[src/hdl/frs_pkg.sv]
// Shared types, constants and the CRC step function for the fragment reassembler.
`default_nettype none
package frs_pkg;

	localparam int HEADER_BYTES = 16;
	localparam int STORE_BYTES = 1024;
	localparam int COUNT_LIMIT = 64;
	localparam int QUEUE_DEPTH = 2;
	localparam logic [15:0] CRC_INIT = 16'hffff;
	localparam logic [15:0] CRC_TOP = 16'h8000;
	localparam logic [15:0] CRC_POLY = 16'h1021;

	localparam logic [2:0] ST_REJECT = 3'd0;
	localparam logic [2:0] ST_STORED = 3'd1;
	localparam logic [2:0] ST_COMPLETE = 3'd2;
	localparam logic [2:0] ST_CRC_FAIL = 3'd3;
	localparam logic [2:0] ST_READ = 3'd4;

	localparam logic [1:0] REG_MAGIC_FIRST = 2'd0;
	localparam logic [1:0] REG_MAGIC_SECOND = 2'd1;
	localparam logic [1:0] REG_FORMAT_VERSION = 2'd2;

	localparam logic REQ_FRAME = 1'b0;
	localparam logic REQ_READ = 1'b1;

	typedef struct packed {
		logic       req_type;
		logic [7:0] data_byte;
		logic       frame_end;
		logic [9:0] read_index;
	} in_req_t;

	typedef struct packed {
		logic [2:0]  status;
		logic [10:0] packet_length;
		logic [31:0] sender;
		logic [31:0] packet_id;
		logic [7:0]  read_data;
	} result_t;

	typedef enum logic [1:0] {
		CMD_READ,
		CMD_REJECT,
		CMD_FRAME
	} cmd_kind_t;

	typedef struct packed {
		cmd_kind_t   kind;
		logic [9:0]  read_index;
		logic [5:0]  idx;
		logic [6:0]  cnt;
		logic [7:0]  plen;
		logic [10:0] off;
		logic [31:0] sender;
		logic [31:0] packet_id;
		logic [15:0] check;
	} cmd_t;

	typedef enum logic [2:0] {
		BK_CLEAR,
		BK_IDLE,
		BK_READ_WAIT,
		BK_COPY,
		BK_TALLY,
		BK_CRC,
		BK_CHECK
	} back_state_t;

	function automatic logic [15:0] crc_byte(input logic [15:0] c, input logic [7:0] d);
		logic [15:0] r;
		r = c ^ {d, 8'h00};
		for (int b = 0; b < 8; b++) begin
			if ((r & CRC_TOP) != 16'h0000) begin
				r = {r[14:0], 1'b0} ^ CRC_POLY;
			end else begin
				r = {r[14:0], 1'b0};
			end
		end
		return r;
	endfunction

endpackage
`default_nettype wire

[src/hdl/frs_queue.sv]
// Two-entry command queue between the intake front end and the assembly back end.
`default_nettype none
module frs_queue
	import frs_pkg::*;
(
	input  wire logic clk,
	input  wire logic arst_n,
	input  wire logic push,
	input  wire cmd_t push_cmd,
	input  wire logic pop,
	output logic      valid,
	output logic      full,
	output cmd_t      head
);

	cmd_t       entry_q [QUEUE_DEPTH];
	logic       wr_ptr_q;
	logic       rd_ptr_q;
	logic [1:0] count_q;

	always_ff @(posedge clk or negedge arst_n) begin
		if (!arst_n) begin
			wr_ptr_q <= 1'b0;
			rd_ptr_q <= 1'b0;
			count_q <= 2'd0;
		end else begin
			if (push) begin
				wr_ptr_q <= ~wr_ptr_q;
			end
			if (pop) begin
				rd_ptr_q <= ~rd_ptr_q;
			end
			count_q <= count_q + {1'b0, push} - {1'b0, pop};
		end
	end

	always_ff @(posedge clk) begin
		if (push) begin
			entry_q[wr_ptr_q] <= push_cmd;
		end
	end

	assign valid = (count_q != 2'd0);
	assign full = (count_q == 2'(QUEUE_DEPTH));
	assign head = entry_q[rd_ptr_q];

endmodule
`default_nettype wire

[config.mk]
export PLATFORM = sky130hd
export DESIGN_NAME = frs_queue
export DESIGN_NICKNAME = d
export VERILOG_FILES = /design/src/hdl/frs_pkg.sv /design/src/hdl/frs_queue.sv
export SDC_FILE = /design/constraint.sdc
export NUM_CORES = 1
export LEC_CHECK = 0
export BUFFER_PORTS_ARGS = -buffer_cell sky130_fd_sc_hd__buf_4
export CORE_MARGIN = 2
export CORE_UTILIZATION = 30
export DETAILED_ROUTE_END_ITERATION = 6
export HOLD_SLACK_MARGIN = 0.02
export SYNTH_ARGS = -nofsm -noshare
export SYNTH_HDL_FRONTEND = slang
export SYNTH_SLANG_ARGS = --single-unit
[constraint.sdc]
create_clock -name clk -period 9.25 [get_ports clk]
set_input_delay 1.3875 -clock clk [delete_from_list [all_inputs] [get_ports clk]]
set_output_delay 1.3875 -clock clk [all_outputs]
set_load 0.01 [all_outputs]
==> summary.txt <==
Placed design
  – Port Buffers: 253
  – Post-DP HPWL: 11.8 mm
  – DP Cell Count: 1041
  – Global placer's final weighted congestion: 0.681
  – Post-DP Area: 11700 µm²

Clocking
  – CTS resizes: 0
  – Total CTS buffers: 27
  – Clock Tree Buf Depth: 3
  – Root Driver: clkbuf_16
  – Clk sinks: 252
  – Reg clk slew, reported paths: 0.05 ns
  – # hold bufs at CTS: 0
  – H-tree levels: 1
  – Post-CTS Setup Bufs: 0
  – Clock latency on the worst-skew pair: 0.52 ns
  – CTS tree: yes

Pwr
  – Power per Cell Area: 303 nW/µm²
  – Leak pwr: 4.78 nW
  – Max IR drop VDD: 0.000150 V
  – PnR Total Power: 3.79 mW

Setup path
  – Critical-path cell list: buf_4, mux2_2, buf_4
  – Crit path DAT: 2.55 ns
  – CP max FO: 57
  – Req. time, crit path: 7.86 ns
  – CP delay by family, top: buffers and inverters
  – CP endpoint kind: output pin
  – CP Class: register to output pin
  – CP startpoint kind: register
  – Most frequent CP cell: buf_4
  – Slowest cell on the critical path: buf_4
  – CP bufs+invs: 2
  – CP max stage delay: 0.77 ns

Synth
  – XOR/XNOR Fraction of Synth Area: 0.442%
  – Syn nets: 531
  – Unique masters post-synth: 13
  – Main synth FF type: edfxtp_1
  – Seq cells post-synth: 252
  – Avg Cell Area, Syn: 23.3 µm²
  – Mapped Cells: 401
  – Sequential-to-total area share from yosys stat: 80.8%
  – Adder-cell share of the synthesized area: 0.268%
  – Synth async-reset ratio: 1.59%
  – Post-Syn Area: 9340 µm²
  – Top cell type by total area after synthesis: edfxtp_1
  – Multiplexer share of the synthesized area: 17.0%
  – Top-area cell type share of the netlist area: 79.7%
  – Compound-Gate Fraction of Synth Area: 0%
  – Ys Warns: 0
  – Synth top cells by count: 248 x edfxtp_1, 74 x mux2_2, 50 x mux2_4
  – Simple-gate share of the synthesized area: 0.268%
  – Most area-consuming cells after synthesis: edfxtp_1 80%, mux2_2 8.9%, mux2_4 8.0%
  – Post-synth EDFFs: 248
  – Count leader, synth: edfxtp_1
  – Combinational family with the most area after synthesis: multiplexers

STA
  – Unrepaired setup endpoints after global routing: false
  – TNS Setup: 0 ns
  – Clock Skew: 0.0119 ns
  – Max_slew headroom: 33.3%
  – Final worst path period share: 42.5%
  – Slew Limit Fails: 0
  – Final Setup Violations: 0
  – Max Freq: 254 MHz
  – Worst Tran Pin Value: 1.00 ns
  – Final hold viol count: 0
  – Minimum clock period after layout: 3.94 ns

Global routing
  – Grt ovf: 0
  – Largest net degree at the start of global routing: 69
  – Initial antenna violation count: 1
  – Vias in the first global route: 4873
  – GRT Overall Usage: 11.0%
  – First-pass GRT wire length: 27.7 mm

Die
  – Row count: 64
  – Initial Util: 30.5%
  – Die Span X: 180 µm
  – Placeable core area: 30700 µm²
  – Die area: 32600 µm²
  – Ports: 254
  – Die height: 180 µm

Outcome
  – Status: complete, no violations

Route
  – Initial DRC count: 193
  – Final wirelength: 18.7 mm
  – Initial DRT Pass Iterations: 4
  – Post-route ant nets: 0
  – Post-DR wirelength/cell: 17.1 µm
  – DR vias: 4632
  – # DRC: 0
  – Via/cell ratio: 4.25

Finish
  – Final cell area excluding filler cells: 12500 µm²
  – Layout net count: 804
  – Post-Layout Cell Count: 1089
  – Diode count: 0
  – Synth-to-Final Area Change: 33.8%
  – Share of cells above drive strength 1: 60.9%
  – Fillers: 2776

Min path
  – HP Class: register to register

Flow run
  – Maxcap violations: 0
final cells by class:
cell class	count	area, µm²	share of cell area, %
inverter	2	7.51	0.0600
tap	396	495	3.96
sequential	252	7550	60.4
timing repair buffer	258	1940	15.5
clock buffer	29	683	5.46
clock inverter	19	143	1.14
multi-input combinational	133	1690	13.5
through the flow:
step / hold slack [ns] / util (%) / worst slack (ns)
final: 0.546 / 40.8 / 5.31
after global routing: 0.579 / 40.8 / 5.18
after CTS: 0.550 / 40.8 / 5.24
after detailed placement: 0.539 / 38.1 / 5.60
after global placement: 0.530 / 38.1 / 5.58
after floorplan: 0.455 / - / 1.86
cell usage in the layout (no fill, tap or decap), types with 2 or more instances in the layout:
master,instances
inv_1,2
xor2_1,2
buf_4,258
clkbuf_1,2
bufinv_16,2
clkinv_1,10
dfrtp_1,3
ha_1,2
mux2_2,74
mux2_4,50
clkinv_2,4
edfxtp_1,248
clkbuf_16,27
per-layer routing:
metal  vias up  track usage (%)  share of wire, %
li1       2146                -                 -
met2       182             17.5                46
met1      2261             13.9                42
met3        41             4.08               9.1
met4         2             3.48               3.2
met5         -                0             0.064
sequential cells by signal, indices dropped and copies added, names as in the netlist:
name and cells:
count_q 2, entry_q 248, rd_ptr_q 1, wr_ptr_q 1
where the power goes:
| part | internal [mW] | switching, mW |
|---|---|---|
| clock network | 0.585 | 0.419 |
| logic | 0.638 | 0.564 |
| registers | 1.52 | 0.0625 |
cells by family after synthesis:
family / count (synthesis)
xor+xnor: 3
fa+ha+maj: 2
buf+inv: 16
flops: 252
mux: 124
simple gates: 4
path summary, 6_finish.rpt:
check	slack [ns]	startpoint	endpoint	cells past startpoint
min in group asynchronous	0.65	arst_n	count_q[0]$_DFF_PN0_	1
worst min register to register	0.55	wr_ptr_q$_DFFE_PN0P_	wr_ptr_q$_DFFE_PN0P_	1
worst min-delay path	0.55	wr_ptr_q$_DFFE_PN0P_	wr_ptr_q$_DFFE_PN0P_	1
worst max-delay path	5.31	rd_ptr_q$_DFFE_PN0P_	head[16]	3
max in group asynchronous	8.48	arst_n	rd_ptr_q$_DFFE_PN0P_	1
worst max register to register	6.75	wr_ptr_q$_DFFE_PN0P_	entry_q[1][42]$_DFFE_PP_	2
No activity file was read; power rests on OpenSTA's default activity.
