$ cat config.mk
export PLATFORM = sky130hd
export DESIGN_NAME = frs_front
export DESIGN_NICKNAME = d
export VERILOG_FILES = /design/src/hdl/frs_pkg.sv /design/src/hdl/frs_front.sv
export SDC_FILE = /design/constraint.sdc
export NUM_CORES = 1
export LEC_CHECK = 0
export ABC_AREA = 1
export BUFFER_PORTS_ARGS = -buffer_cell sky130_fd_sc_hd__buf_4
export CAP_MARGIN = 25
export CORE_MARGIN = 2
export CORE_UTILIZATION = 60
export CTS_BUF_LIST = sky130_fd_sc_hd__clkbuf_4 sky130_fd_sc_hd__clkbuf_8 sky130_fd_sc_hd__clkbuf_16
export CTS_CLUSTER_SIZE = 25
export DETAILED_ROUTE_END_ITERATION = 8
export PLACE_DENSITY = 0.78
export SETUP_SLACK_MARGIN = 0.3
export SYNTH_ARGS = -nofsm -noshare
export SYNTH_HDL_FRONTEND = slang
export SYNTH_SLANG_ARGS = --single-unit
$ cat constraint.sdc
create_clock -name clk -period 2.14 [get_ports clk]
set_input_delay 0.107 -clock clk [delete_from_list [all_inputs] [get_ports clk]]
set_output_delay 0.107 -clock clk [all_outputs]
set_load 0.005 [all_outputs]
$ cat src/hdl/frs_pkg.sv
// Shared types, constants and the CRC step function for the fragment reassembler.
`default_nettype none
package frs_pkg;

	localparam int HEADER_BYTES = 16;
	localparam int STORE_BYTES = 1024;
	localparam int COUNT_LIMIT = 64;
	localparam int QUEUE_DEPTH = 2;
	localparam logic [15:0] CRC_INIT = 16'hffff;
	localparam logic [15:0] CRC_TOP = 16'h8000;
	localparam logic [15:0] CRC_POLY = 16'h1021;

	localparam logic [2:0] ST_REJECT = 3'd0;
	localparam logic [2:0] ST_STORED = 3'd1;
	localparam logic [2:0] ST_COMPLETE = 3'd2;
	localparam logic [2:0] ST_CRC_FAIL = 3'd3;
	localparam logic [2:0] ST_READ = 3'd4;

	localparam logic [1:0] REG_MAGIC_FIRST = 2'd0;
	localparam logic [1:0] REG_MAGIC_SECOND = 2'd1;
	localparam logic [1:0] REG_FORMAT_VERSION = 2'd2;

	localparam logic REQ_FRAME = 1'b0;
	localparam logic REQ_READ = 1'b1;

	typedef struct packed {
		logic       req_type;
		logic [7:0] data_byte;
		logic       frame_end;
		logic [9:0] read_index;
	} in_req_t;

	typedef struct packed {
		logic [2:0]  status;
		logic [10:0] packet_length;
		logic [31:0] sender;
		logic [31:0] packet_id;
		logic [7:0]  read_data;
	} result_t;

	typedef enum logic [1:0] {
		CMD_READ,
		CMD_REJECT,
		CMD_FRAME
	} cmd_kind_t;

	typedef struct packed {
		cmd_kind_t   kind;
		logic [9:0]  read_index;
		logic [5:0]  idx;
		logic [6:0]  cnt;
		logic [7:0]  plen;
		logic [10:0] off;
		logic [31:0] sender;
		logic [31:0] packet_id;
		logic [15:0] check;
	} cmd_t;

	typedef enum logic [2:0] {
		BK_CLEAR,
		BK_IDLE,
		BK_READ_WAIT,
		BK_COPY,
		BK_TALLY,
		BK_CRC,
		BK_CHECK
	} back_state_t;

	function automatic logic [15:0] crc_byte(input logic [15:0] c, input logic [7:0] d);
		logic [15:0] r;
		r = c ^ {d, 8'h00};
		for (int b = 0; b < 8; b++) begin
			if ((r & CRC_TOP) != 16'h0000) begin
				r = {r[14:0], 1'b0} ^ CRC_POLY;
			end else begin
				r = {r[14:0], 1'b0};
			end
		end
		return r;
	endfunction

endpackage
`default_nettype wire

$ cat src/hdl/frs_front.sv
// Intake front end: configuration registers, frame staging and frame validation.
`default_nettype none
module frs_front
	import frs_pkg::*;
#(
	parameter int PAYLOAD_BYTES = 64,
	parameter int MAX_PIECES = 16,
	localparam int PW = (PAYLOAD_BYTES > 1) ? $clog2(PAYLOAD_BYTES) : 1
) (
	input  wire logic          clk,
	input  wire logic          arst_n,
	input  wire logic          cfg_we,
	input  wire logic [1:0]    cfg_index,
	input  wire logic [7:0]    cfg_wdata,
	input  wire logic          accept,
	input  wire in_req_t       req,
	input  wire logic          frame_done,
	input  wire logic [PW-1:0] buf_raddr,
	output logic [7:0]         buf_rdata,
	output logic               push,
	output cmd_t               push_cmd,
	output logic               hold
);

	localparam int STAGE = HEADER_BYTES + PAYLOAD_BYTES;
	localparam int CW = $clog2(STAGE + 2);

	logic [7:0]    magic_first_q;
	logic [7:0]    magic_second_q;
	logic [7:0]    format_version_q;
	logic [CW-1:0] count_q;
	logic [CW-1:0] count_next;
	logic [CW-1:0] flen_s1;
	logic          check_s1;
	logic          hold_q;
	logic [7:0]    hdr_q [HEADER_BYTES];
	logic [7:0]    pay_mem [PAYLOAD_BYTES];
	logic          frame_byte;

	logic [9:0]    flen10;
	logic [7:0]    idx;
	logic [7:0]    cnt;
	logic [7:0]    plen;
	logic [15:0]   off_full;
	logic [16:0]   end_full;
	logic          frame_ok;
	cmd_t          frame_cmd;

	assign frame_byte = accept && (req.req_type == REQ_FRAME);
	assign count_next = (count_q <= CW'(STAGE)) ? count_q + CW'(1) : count_q;

	always_ff @(posedge clk or negedge arst_n) begin
		if (!arst_n) begin
			magic_first_q <= 8'h00;
			magic_second_q <= 8'h00;
			format_version_q <= 8'h00;
			count_q <= '0;
			check_s1 <= 1'b0;
			hold_q <= 1'b0;
		end else begin
			if (cfg_we) begin
				case (cfg_index)
					REG_MAGIC_FIRST: magic_first_q <= cfg_wdata;
					REG_MAGIC_SECOND: magic_second_q <= cfg_wdata;
					REG_FORMAT_VERSION: format_version_q <= cfg_wdata;
					default: ;
				endcase
			end
			check_s1 <= frame_byte && req.frame_end;
			if (frame_byte) begin
				count_q <= req.frame_end ? '0 : count_next;
			end
			if (frame_byte && req.frame_end) begin
				hold_q <= 1'b1;
			end else if (frame_done) begin
				hold_q <= 1'b0;
			end
		end
	end

	always_ff @(posedge clk) begin
		if (frame_byte && req.frame_end) begin
			flen_s1 <= count_next;
		end
		if (frame_byte && (count_q < CW'(HEADER_BYTES))) begin
			hdr_q[count_q[3:0]] <= req.data_byte;
		end
		if (frame_byte && (count_q >= CW'(HEADER_BYTES)) && (count_q < CW'(STAGE))) begin
			pay_mem[PW'(count_q - CW'(HEADER_BYTES))] <= req.data_byte;
		end
		buf_rdata <= pay_mem[buf_raddr];
	end

	always_comb begin
		flen10 = 10'(flen_s1);
		idx = hdr_q[3];
		cnt = hdr_q[4];
		plen = hdr_q[5];
		off_full = 16'(idx) * 16'(PAYLOAD_BYTES);
		end_full = 17'(off_full) + 17'(plen);
		frame_ok = (flen10 >= 10'(HEADER_BYTES)) && (flen10 <= 10'(STAGE)) &&
			(hdr_q[0] == magic_first_q) && (hdr_q[1] == magic_second_q) &&
			(hdr_q[2] == format_version_q) && (cnt != 8'd0) &&
			(cnt <= 8'(MAX_PIECES)) && (9'(cnt) <= 9'(COUNT_LIMIT)) && (idx < cnt) &&
			(plen <= 8'(PAYLOAD_BYTES)) && (flen10 == 10'(plen) + 10'(HEADER_BYTES)) &&
			(end_full <= 17'(STORE_BYTES));
		frame_cmd.kind = frame_ok ? CMD_FRAME : CMD_REJECT;
		frame_cmd.read_index = 10'd0;
		frame_cmd.idx = idx[5:0];
		frame_cmd.cnt = cnt[6:0];
		frame_cmd.plen = plen;
		frame_cmd.off = off_full[10:0];
		frame_cmd.sender = {hdr_q[9], hdr_q[8], hdr_q[7], hdr_q[6]};
		frame_cmd.packet_id = {hdr_q[13], hdr_q[12], hdr_q[11], hdr_q[10]};
		frame_cmd.check = {hdr_q[15], hdr_q[14]};
		if (check_s1) begin
			push = 1'b1;
			push_cmd = frame_cmd;
		end else begin
			push = accept && (req.req_type == REQ_READ);
			push_cmd = frame_cmd;
			push_cmd.kind = CMD_READ;
			push_cmd.read_index = req.read_index;
		end
	end

	assign hold = hold_q;

endmodule
`default_nettype wire

==> results.md, run 1 <==
- Final hold violation count: 0
- Tightest Pin Transition: 767 ps
- CTS Buf Count: 67
- Crit. End Element: output port
- Worst setup margin: -562 ps
- Total congestion overflow: 0
- Minimum clock period: 2700 ps
- CP delay by family, top: simple AND/OR/NAND/NOR gates
- Crit path arrival time: 2600 ps
- Leak: 0.0124 uW
- WP data required: 2030 ps
- Area occupied by multi-input gates: 0.00659 mm2
- M3 GR Usage: 0.0636
- Diodes inserted: 0
- Initial Utilization: 0.610
- Dpl cells: 3061
- Via count: 19341
- Most Crowded Layer GR: met2
- Die Height: 219 um
- Final setup vio count: 2
- Syn_area_per_cell: 12.1 um2
- Die Span X: 219 um
- Pre-CTS setup slack: -12.3 ps
- Crit path launch: hdr_q[3][0]
- Synth Flop Type: edfxtp_1
- Final cycle utilization of the critical path: 1.26
- GPL Wtd Cong: 0.940
- Worst clock skew: 20.6 ps
- CTS clk-pin slew, worst paths: 60 ps
- Slew Viols, Final: 0
- Number of global-route vias before repair: 19114
- MaxCap Viol Count: 0
- R2r startpoint: count_q[5]
- Final wirelength: 70700 um
- Max frequency: 370 MHz
- Synth Cell Area: 0.0278 mm2
- Pin count of the biggest net entering global routing: 97
- Finished Cell Area: 0.0335 mm2
- Remaining DRCs: 0
- R2R depth: 8
- Flop pwr share: 0.515
- Area leader, netlist: edfxtp_1
- Vias per inst: 6.02
- Most common cell in the netlist: edfxtp_1
- Clk pwr share: 0.420
- Met1 Use GR: 0.379
- Slew headroom: 0.489
- Area Overhead vs Synth: 20.5%
- Placement Cell Area: 0.0302 mm2
- Synth top area cells: edfxtp_1, nand2_1, nor2_1, o21ai_0, dfrtp_1
- VDD IR max: 0.000833 V
- Setup CP Type: flip-flop to output port
- DRT iter0 DRCs: 2253
- FP Rows: 78
- Final Instance Count excl. Fillers: 3214
- Pwr Density: 869 mW/mm2
- Die Area: 0.0480 mm2
- Internal: 22800 uW
- NetSw: 6320 uW
- Synth warn: 0
- Initial antenna violation count: 0
- Final nets: 2621
- Critical Path Start Type: flip-flop
- Commonest cells post-synth: edfxtp_1, nand2_1, nor2_1
- Htree depth: 3
- Post-synth ARST share: 0.0480
- Crit-path max cell delay: 410 ps
- Longest Clk Path Bufs: 3
- DP Wirelength: 42000 um
- Failing checks: setup timing
- Routed Antenna Nets: 0
- Synth top area share: 0.700
- Cells after Synth: 2303
- Register area: 0.0204 mm2
- Netlist cell types: 34
- IO buf count: 168
- Pre-Repair DR Iteration Count: 6
- Num Clock Sinks: 688
- Crit path max fanout: 2
- Seq cells post-synth: 688
- Routed len/inst: 22.0 um
- CP cell instances: ha_2 > fa_2 > nor2_1 > nand2_1 > nor3_2 > nand3_1 > nand2_1 > nand3_1 > nor2_1 > nand3_1 > nand2_1 > inv_1 > buf_6
- FF-to-FF setup slack: 180 ps
- All-Layer GR Usage: 0.295
- Status: finished with violations
- Clock Latency Late Sink: 610 ps
- Core area: 0.0455 mm2
- Layout cell share with drive strength beyond 1: 0.194
- Seq/Total Area, Yosys: 0.735
- Clk root buf: clkbuf_16
- Buffers and inverters on the worst path: 2
- CTS tree: done
- Grt met2 use: 0.487
- First-pass GRT wire length: 107000 um
- Switch share: 0.217
- RR Endpoint: pay_mem[47][1]
- HP Class: primary input to async pin
- RSZ-0062 raised after global routing: yes
- Filler Cells Inserted: 2798
- Num ports: 175
- Number of synthesized flops with an enable pin: 647
- Crit-path slowest cell: fa_2
- Logic pwr share: 0.064
## worst reg2reg max path, delay by kind of cell, from the launching register on
| family | cells | cell delay [ps] |
|---|---|---|
| AND/OR/NAND/NOR | 5 | 670 |
| flip-flops | 1 | 440 |
| buffers and inverters | 3 | 550 |
## through the flow
| stage | hold slack (ps) | power [uW] | util | setup TNS [ps] |
|---|---|---|---|---|
| final | 13.6 | 29100 | 0.736 | -1110 |
| after global routing | 31.8 | 29800 | 0.736 | -1390 |
| after CTS | 6.05 | 29100 | 0.723 | -1210 |
| after detailed placement | 89.3 | 17000 | 0.664 | -12.3 |
| after global placement | 83.4 | 16900 | 0.664 | 0 |
| after floorplan | -189 | 16200 | - | 0 |
## cells in the final DEF (no fill, tap or decap), types with 39 or more instances in the layout
master / netlist / routed
buf_4: 26 / 239
buf_6: 12 / 40
clkbuf_16: 0 / 71
edfxtp_1: 647 / 647
inv_1: 125 / 121
nand2_1: 428 / 421
nand3_1: 86 / 81
nor2_1: 362 / 301
nor2_4: 0 / 39
o21ai_0: 248 / 248
o22ai_1: 126 / 126
## worst max path at each step
stage                           endpoint  depth (start not counted)  slack [ps]
after floorplan           pay_mem[14][0]                          5         190
after detailed placement   push_cmd[122]                         13         -10
final                      push_cmd[122]                         13        -560
after global routing       push_cmd[122]                         13        -700
after CTS                  push_cmd[122]                         13        -610
after global placement     push_cmd[122]                         13          20
## layer usage
metal,up-vias,part of all wire
met1,9365,0.37
met2,1197,0.49
li1,8592,-
met3,187,0.10
met5,-,0
met4,0,0.037
## sequential cells by signal, summed over array words and instances (netlist names)
signal / count
hdr_q: 128
magic_first_q: 8
buf_rdata: 8
flen_s1: 7
count_q: 7
pay_mem: 512
format_version_q: 8
check_s1: 1
magic_second_q: 8
hold: 1
## power by group through the flow
stage               sequential, uW  clock (uW)  combinational [uW]
floorplan                    15200           0                 995
global placement             15200           0                1690
detailed placement           15300           0                1740
CTS                          15000       12300                1800
global route                 15000       12800                2040
finish                       15000       12200                1870
## kinds of logic after synthesis
family	synth area share
AND/OR/NAND/NOR	0.126
flip-flops	0.735
AO/OA/AOI/OAI	0.0832
buffers and inverters	0.0445
adder cells (fa/ha/maj)	0.00748
XOR/XNOR	0.00315
other	0.000135
## what timing repair did
action,4_1_cts,5_1_grt
gates cloned,0,0
gates resized for setup,36,138
setup buffers,5,8
hold buffers,21,0
pin swaps,2,6
setup endpoints to repair,542,555
endpoints found under the hold margin,222,0
## layout make-up
type | count | share of cell area
Clock buffer | 89 | 0.0575
Clock inverter | 30 | 0.0105
Inverter | 128 | 0.0146
Multi-Input combinational cell | 1354 | 0.197
Sequential cell | 688 | 0.610
Tap cell | 600 | 0.0224
Timing Repair Buffer | 325 | 0.0880
Note: power is estimated with default switching activity, not from simulation.
==> run 2, diff against run 1 <==
==> constraint.sdc (replaced) <==
create_clock -name clk -period 2.14 [get_ports clk]
set_input_delay 0.214 -clock clk [delete_from_list [all_inputs] [get_ports clk]]
set_output_delay 0.214 -clock clk [all_outputs]
set_load 0.005 [all_outputs]
==> results.md, run 2 (synthesized netlist as in run 1, its figures left out) <==
- Status: finished with violations
- Failing checks: setup timing
- Die Height: 219 um (unchanged)
- Routed Antenna Nets: 0 (unchanged)
- Final hold violation count: 0 (unchanged)
- Logic pwr share: 0.065 (about the same)
- IO buf count: 168 (unchanged)
- Total congestion overflow: 0 (unchanged)
- FP Rows: 78 (unchanged)
- Clk pwr share: 0.414 (-0.006)
- CP delay by family, top: simple AND/OR/NAND/NOR gates
- M1 WL: 26800 um (+3.3%)
- Htree depth: 3 (unchanged)
- Via count: 19833 (+2.5%)
- Top reg by flops: pay_mem
- Worst setup margin: -793 ps (-231 ps)
- Pwr Density: 854 mW/mm2 (-1.7%)
- Setup CP Type: flip-flop to output port
- Max reg flops: 512 (unchanged)
- First-pass GRT wire length: 107000 um (+0.49%)
- Crit path max fanout: 2 (unchanged)
- Routed len/inst: 23.2 um (+5.3%)
- HP Class: primary input to flip-flop
- CTS clk-pin slew, worst paths: 70 ps (about the same)
- Final setup vio count: 2 (unchanged)
- Clock Latency Late Sink: 610 ps (about the same)
- Final Instance Count excl. Fillers: 3218 (+0.12%)
- Final cycle utilization of the critical path: 1.37 (+0.108)
- Dpl cells: 3068 (+0.23%)
- Switch share: 0.228 (+0.0110)
- Crit. End Element: output port
- Worst clock skew: 30.2 ps (+9.60 ps)
- CTS Buf Count: 69 (+3.0%)
- R2r startpoint: count_q[5]
- Final wirelength: 74600 um (+5.4%)
- MaxCap Viol Count: 0 (unchanged)
- Initial Utilization: 0.610 (unchanged)
- Most frequent cells in the layout: edfxtp_1, nand2_1, nor2_1
- DRT iter0 DRCs: 2498 (+11%)
- Num ports: 175 (unchanged)
- Slew Viols, Final: 0 (unchanged)
- Crit-path slowest cell: edfxtp_1
- Longest Clk Path Bufs: 3 (unchanged)
- Internal: 22300 uW (-2.2%)
- Commonest non-fill, non-tap cell in the layout: edfxtp_1
- Buffers and inverters on the worst path: 4 (+2)
- RSZ-0062 raised after global routing: yes
- Initial antenna violation count: 0 (unchanged)
- Max frequency: 341 MHz (-7.9%)
- Layout cell share with drive strength beyond 1: 0.204 (+0.0100)
- VDD IR max: 0.000802 V (-3.8%)
- Area Overhead vs Synth: 21.7%
- Metal3 WL: 7950 um (+9.2%)
- Pre-Repair DR Iteration Count: 7 (+1)
- Filler Cells Inserted: 2702 (-3.4%)
- Register area: 0.0204 mm2 (about the same)
- Critical path depth in cells: 15 (+2)
- Area occupied by multi-input gates: 0.00678 mm2 (+2.9%)
- GPL Wtd Cong: 0.923 (-1.8%)
- Diodes inserted: 0 (unchanged)
- Die Area: 0.0480 mm2 (unchanged)
- Critical Path Start Type: flip-flop
- Minimum clock period: 2930 ps (+231 ps)
- Final nets: 2623 (+0.076%)
- R2R depth: 7 (-1)
- Vias per inst: 6.16 (+2.4%)
- WP data required: 1930 ps (-100 ps)
- FF-to-FF setup slack: 60 ps (-120 ps)
- Crit path launch: hdr_q[3][0]
- Leak: 0.0124 uW (+0.35%)
- Clk root buf: clkbuf_16
- Pin count of the biggest net entering global routing: 127 (+31%)
- CP cell instances: ha_2 > fa_2 > inv_1 > nand3_1 > nand2_1 > o21ai_0 > inv_1 > nand2_1 > nor2_1 > nand2_1 > nor2_1 > nand3_1 > nand2_1 > inv_1 > buf_6
- Num Clock Sinks: 688 (unchanged)
- End point of the critical path: push_cmd[122]
- Remaining DRCs: 0 (unchanged)
- Die Span X: 219 um (unchanged)
- DP Wirelength: 42200 um (+0.40%)
- Slew headroom: 0.283 (-0.205)
- NetSw: 6590 uW (+4.2%)
- Met2 wire length: 36800 um (+5.4%)
- Core area: 0.0455 mm2 (unchanged)
- Number of global-route vias before repair: 19134 (+0.10%)
- All-Layer GR Usage: 0.296 (+0.000810)
- Flop pwr share: 0.520 (+0.005)
- CTS tree: done
- Tightest Pin Transition: 1070 ps (+307 ps)
- RR Endpoint: pay_mem[57][0]
- Top routing layer in use: met4
- Crit-path max cell delay: 410 ps (about the same)
- Total negative setup slack: -1570 ps (-460 ps)
- Crit-path most repeated cell: nand2_1
- Crit path arrival time: 2720 ps (+120 ps)
run 2: cell types whose count changed in the layout (fill, tap and decap cells not counted), moves of 5 or more:
cell           previous run  this run
buf_8                     2        11
nor2_1                  301       293
buf_6                    40        60
nor2_4                   39        64
dlygate4sd3_1            21        13
buf_4                   239       214
clkinvlp_4                2         7
nor2_2                   25         8
nand2_1                 421       416
run 2: metal layers:
metal,up-vias,track usage
met5,-,0
met4,0,0.117
met3,255,0.0665
met2,1391,0.490
met1,9582,0.385
li1,8605,-
run 2: area by class of cell:
class                   count  share of cell area
well taps                 600              0.0222
multi-input cells        1354               0.201
repair buffers            325              0.0923
inverters                 128              0.0144
clock inverters            38              0.0101
flip-flops and latches    688               0.605
clock buffers              85              0.0557
run 2: how the worst min path moves through the flow:
stage                       start                 to  slack (ps)  cells after the start
final                     req[12]     pay_mem[16][1]          50                      1
after global routing      req[11]      pay_mem[2][0]          50                      1
after CTS                 req[12]      pay_mem[0][1]          30                      1
after detailed placement   arst_n   magic_first_q[5]         200                      1
after global placement     arst_n  magic_second_q[5]         190                      1
after floorplan            arst_n           check_s1         -80                      0
run 2: power by group through the flow:
stage,registers (uW),clock network [uW],logic [uW]
floorplan,15200,0,995
detailed placement,15300,0,1740
global route,15000,12500,2040
global placement,15300,0,1680
finish,15000,12000,1880
CTS,15000,12000,1790
run 2: stage by stage:
stage               setup slack [ps]  utilization  total power (uW)  hold slack, ps  cell area, um2
floorplan                       79.7            -             16200           -81.6           27900
global placement                -120        0.667             16900             191           30400
detailed placement              -124        0.667             17000             198           30400
CTS                             -701        0.724             28800            28.6           32900
global route                    -985        0.743             29500            49.2           33800
finish                          -793        0.743             28800            50.8           33800
run 2: timing repair:
item                                   CTS  global route
setup buffers                            7             7
setup endpoints to repair              550           601
endpoints found under the hold margin   68             0
gates resized for setup                 43           214
hold buffers                            13             0
pin swaps                                9            16
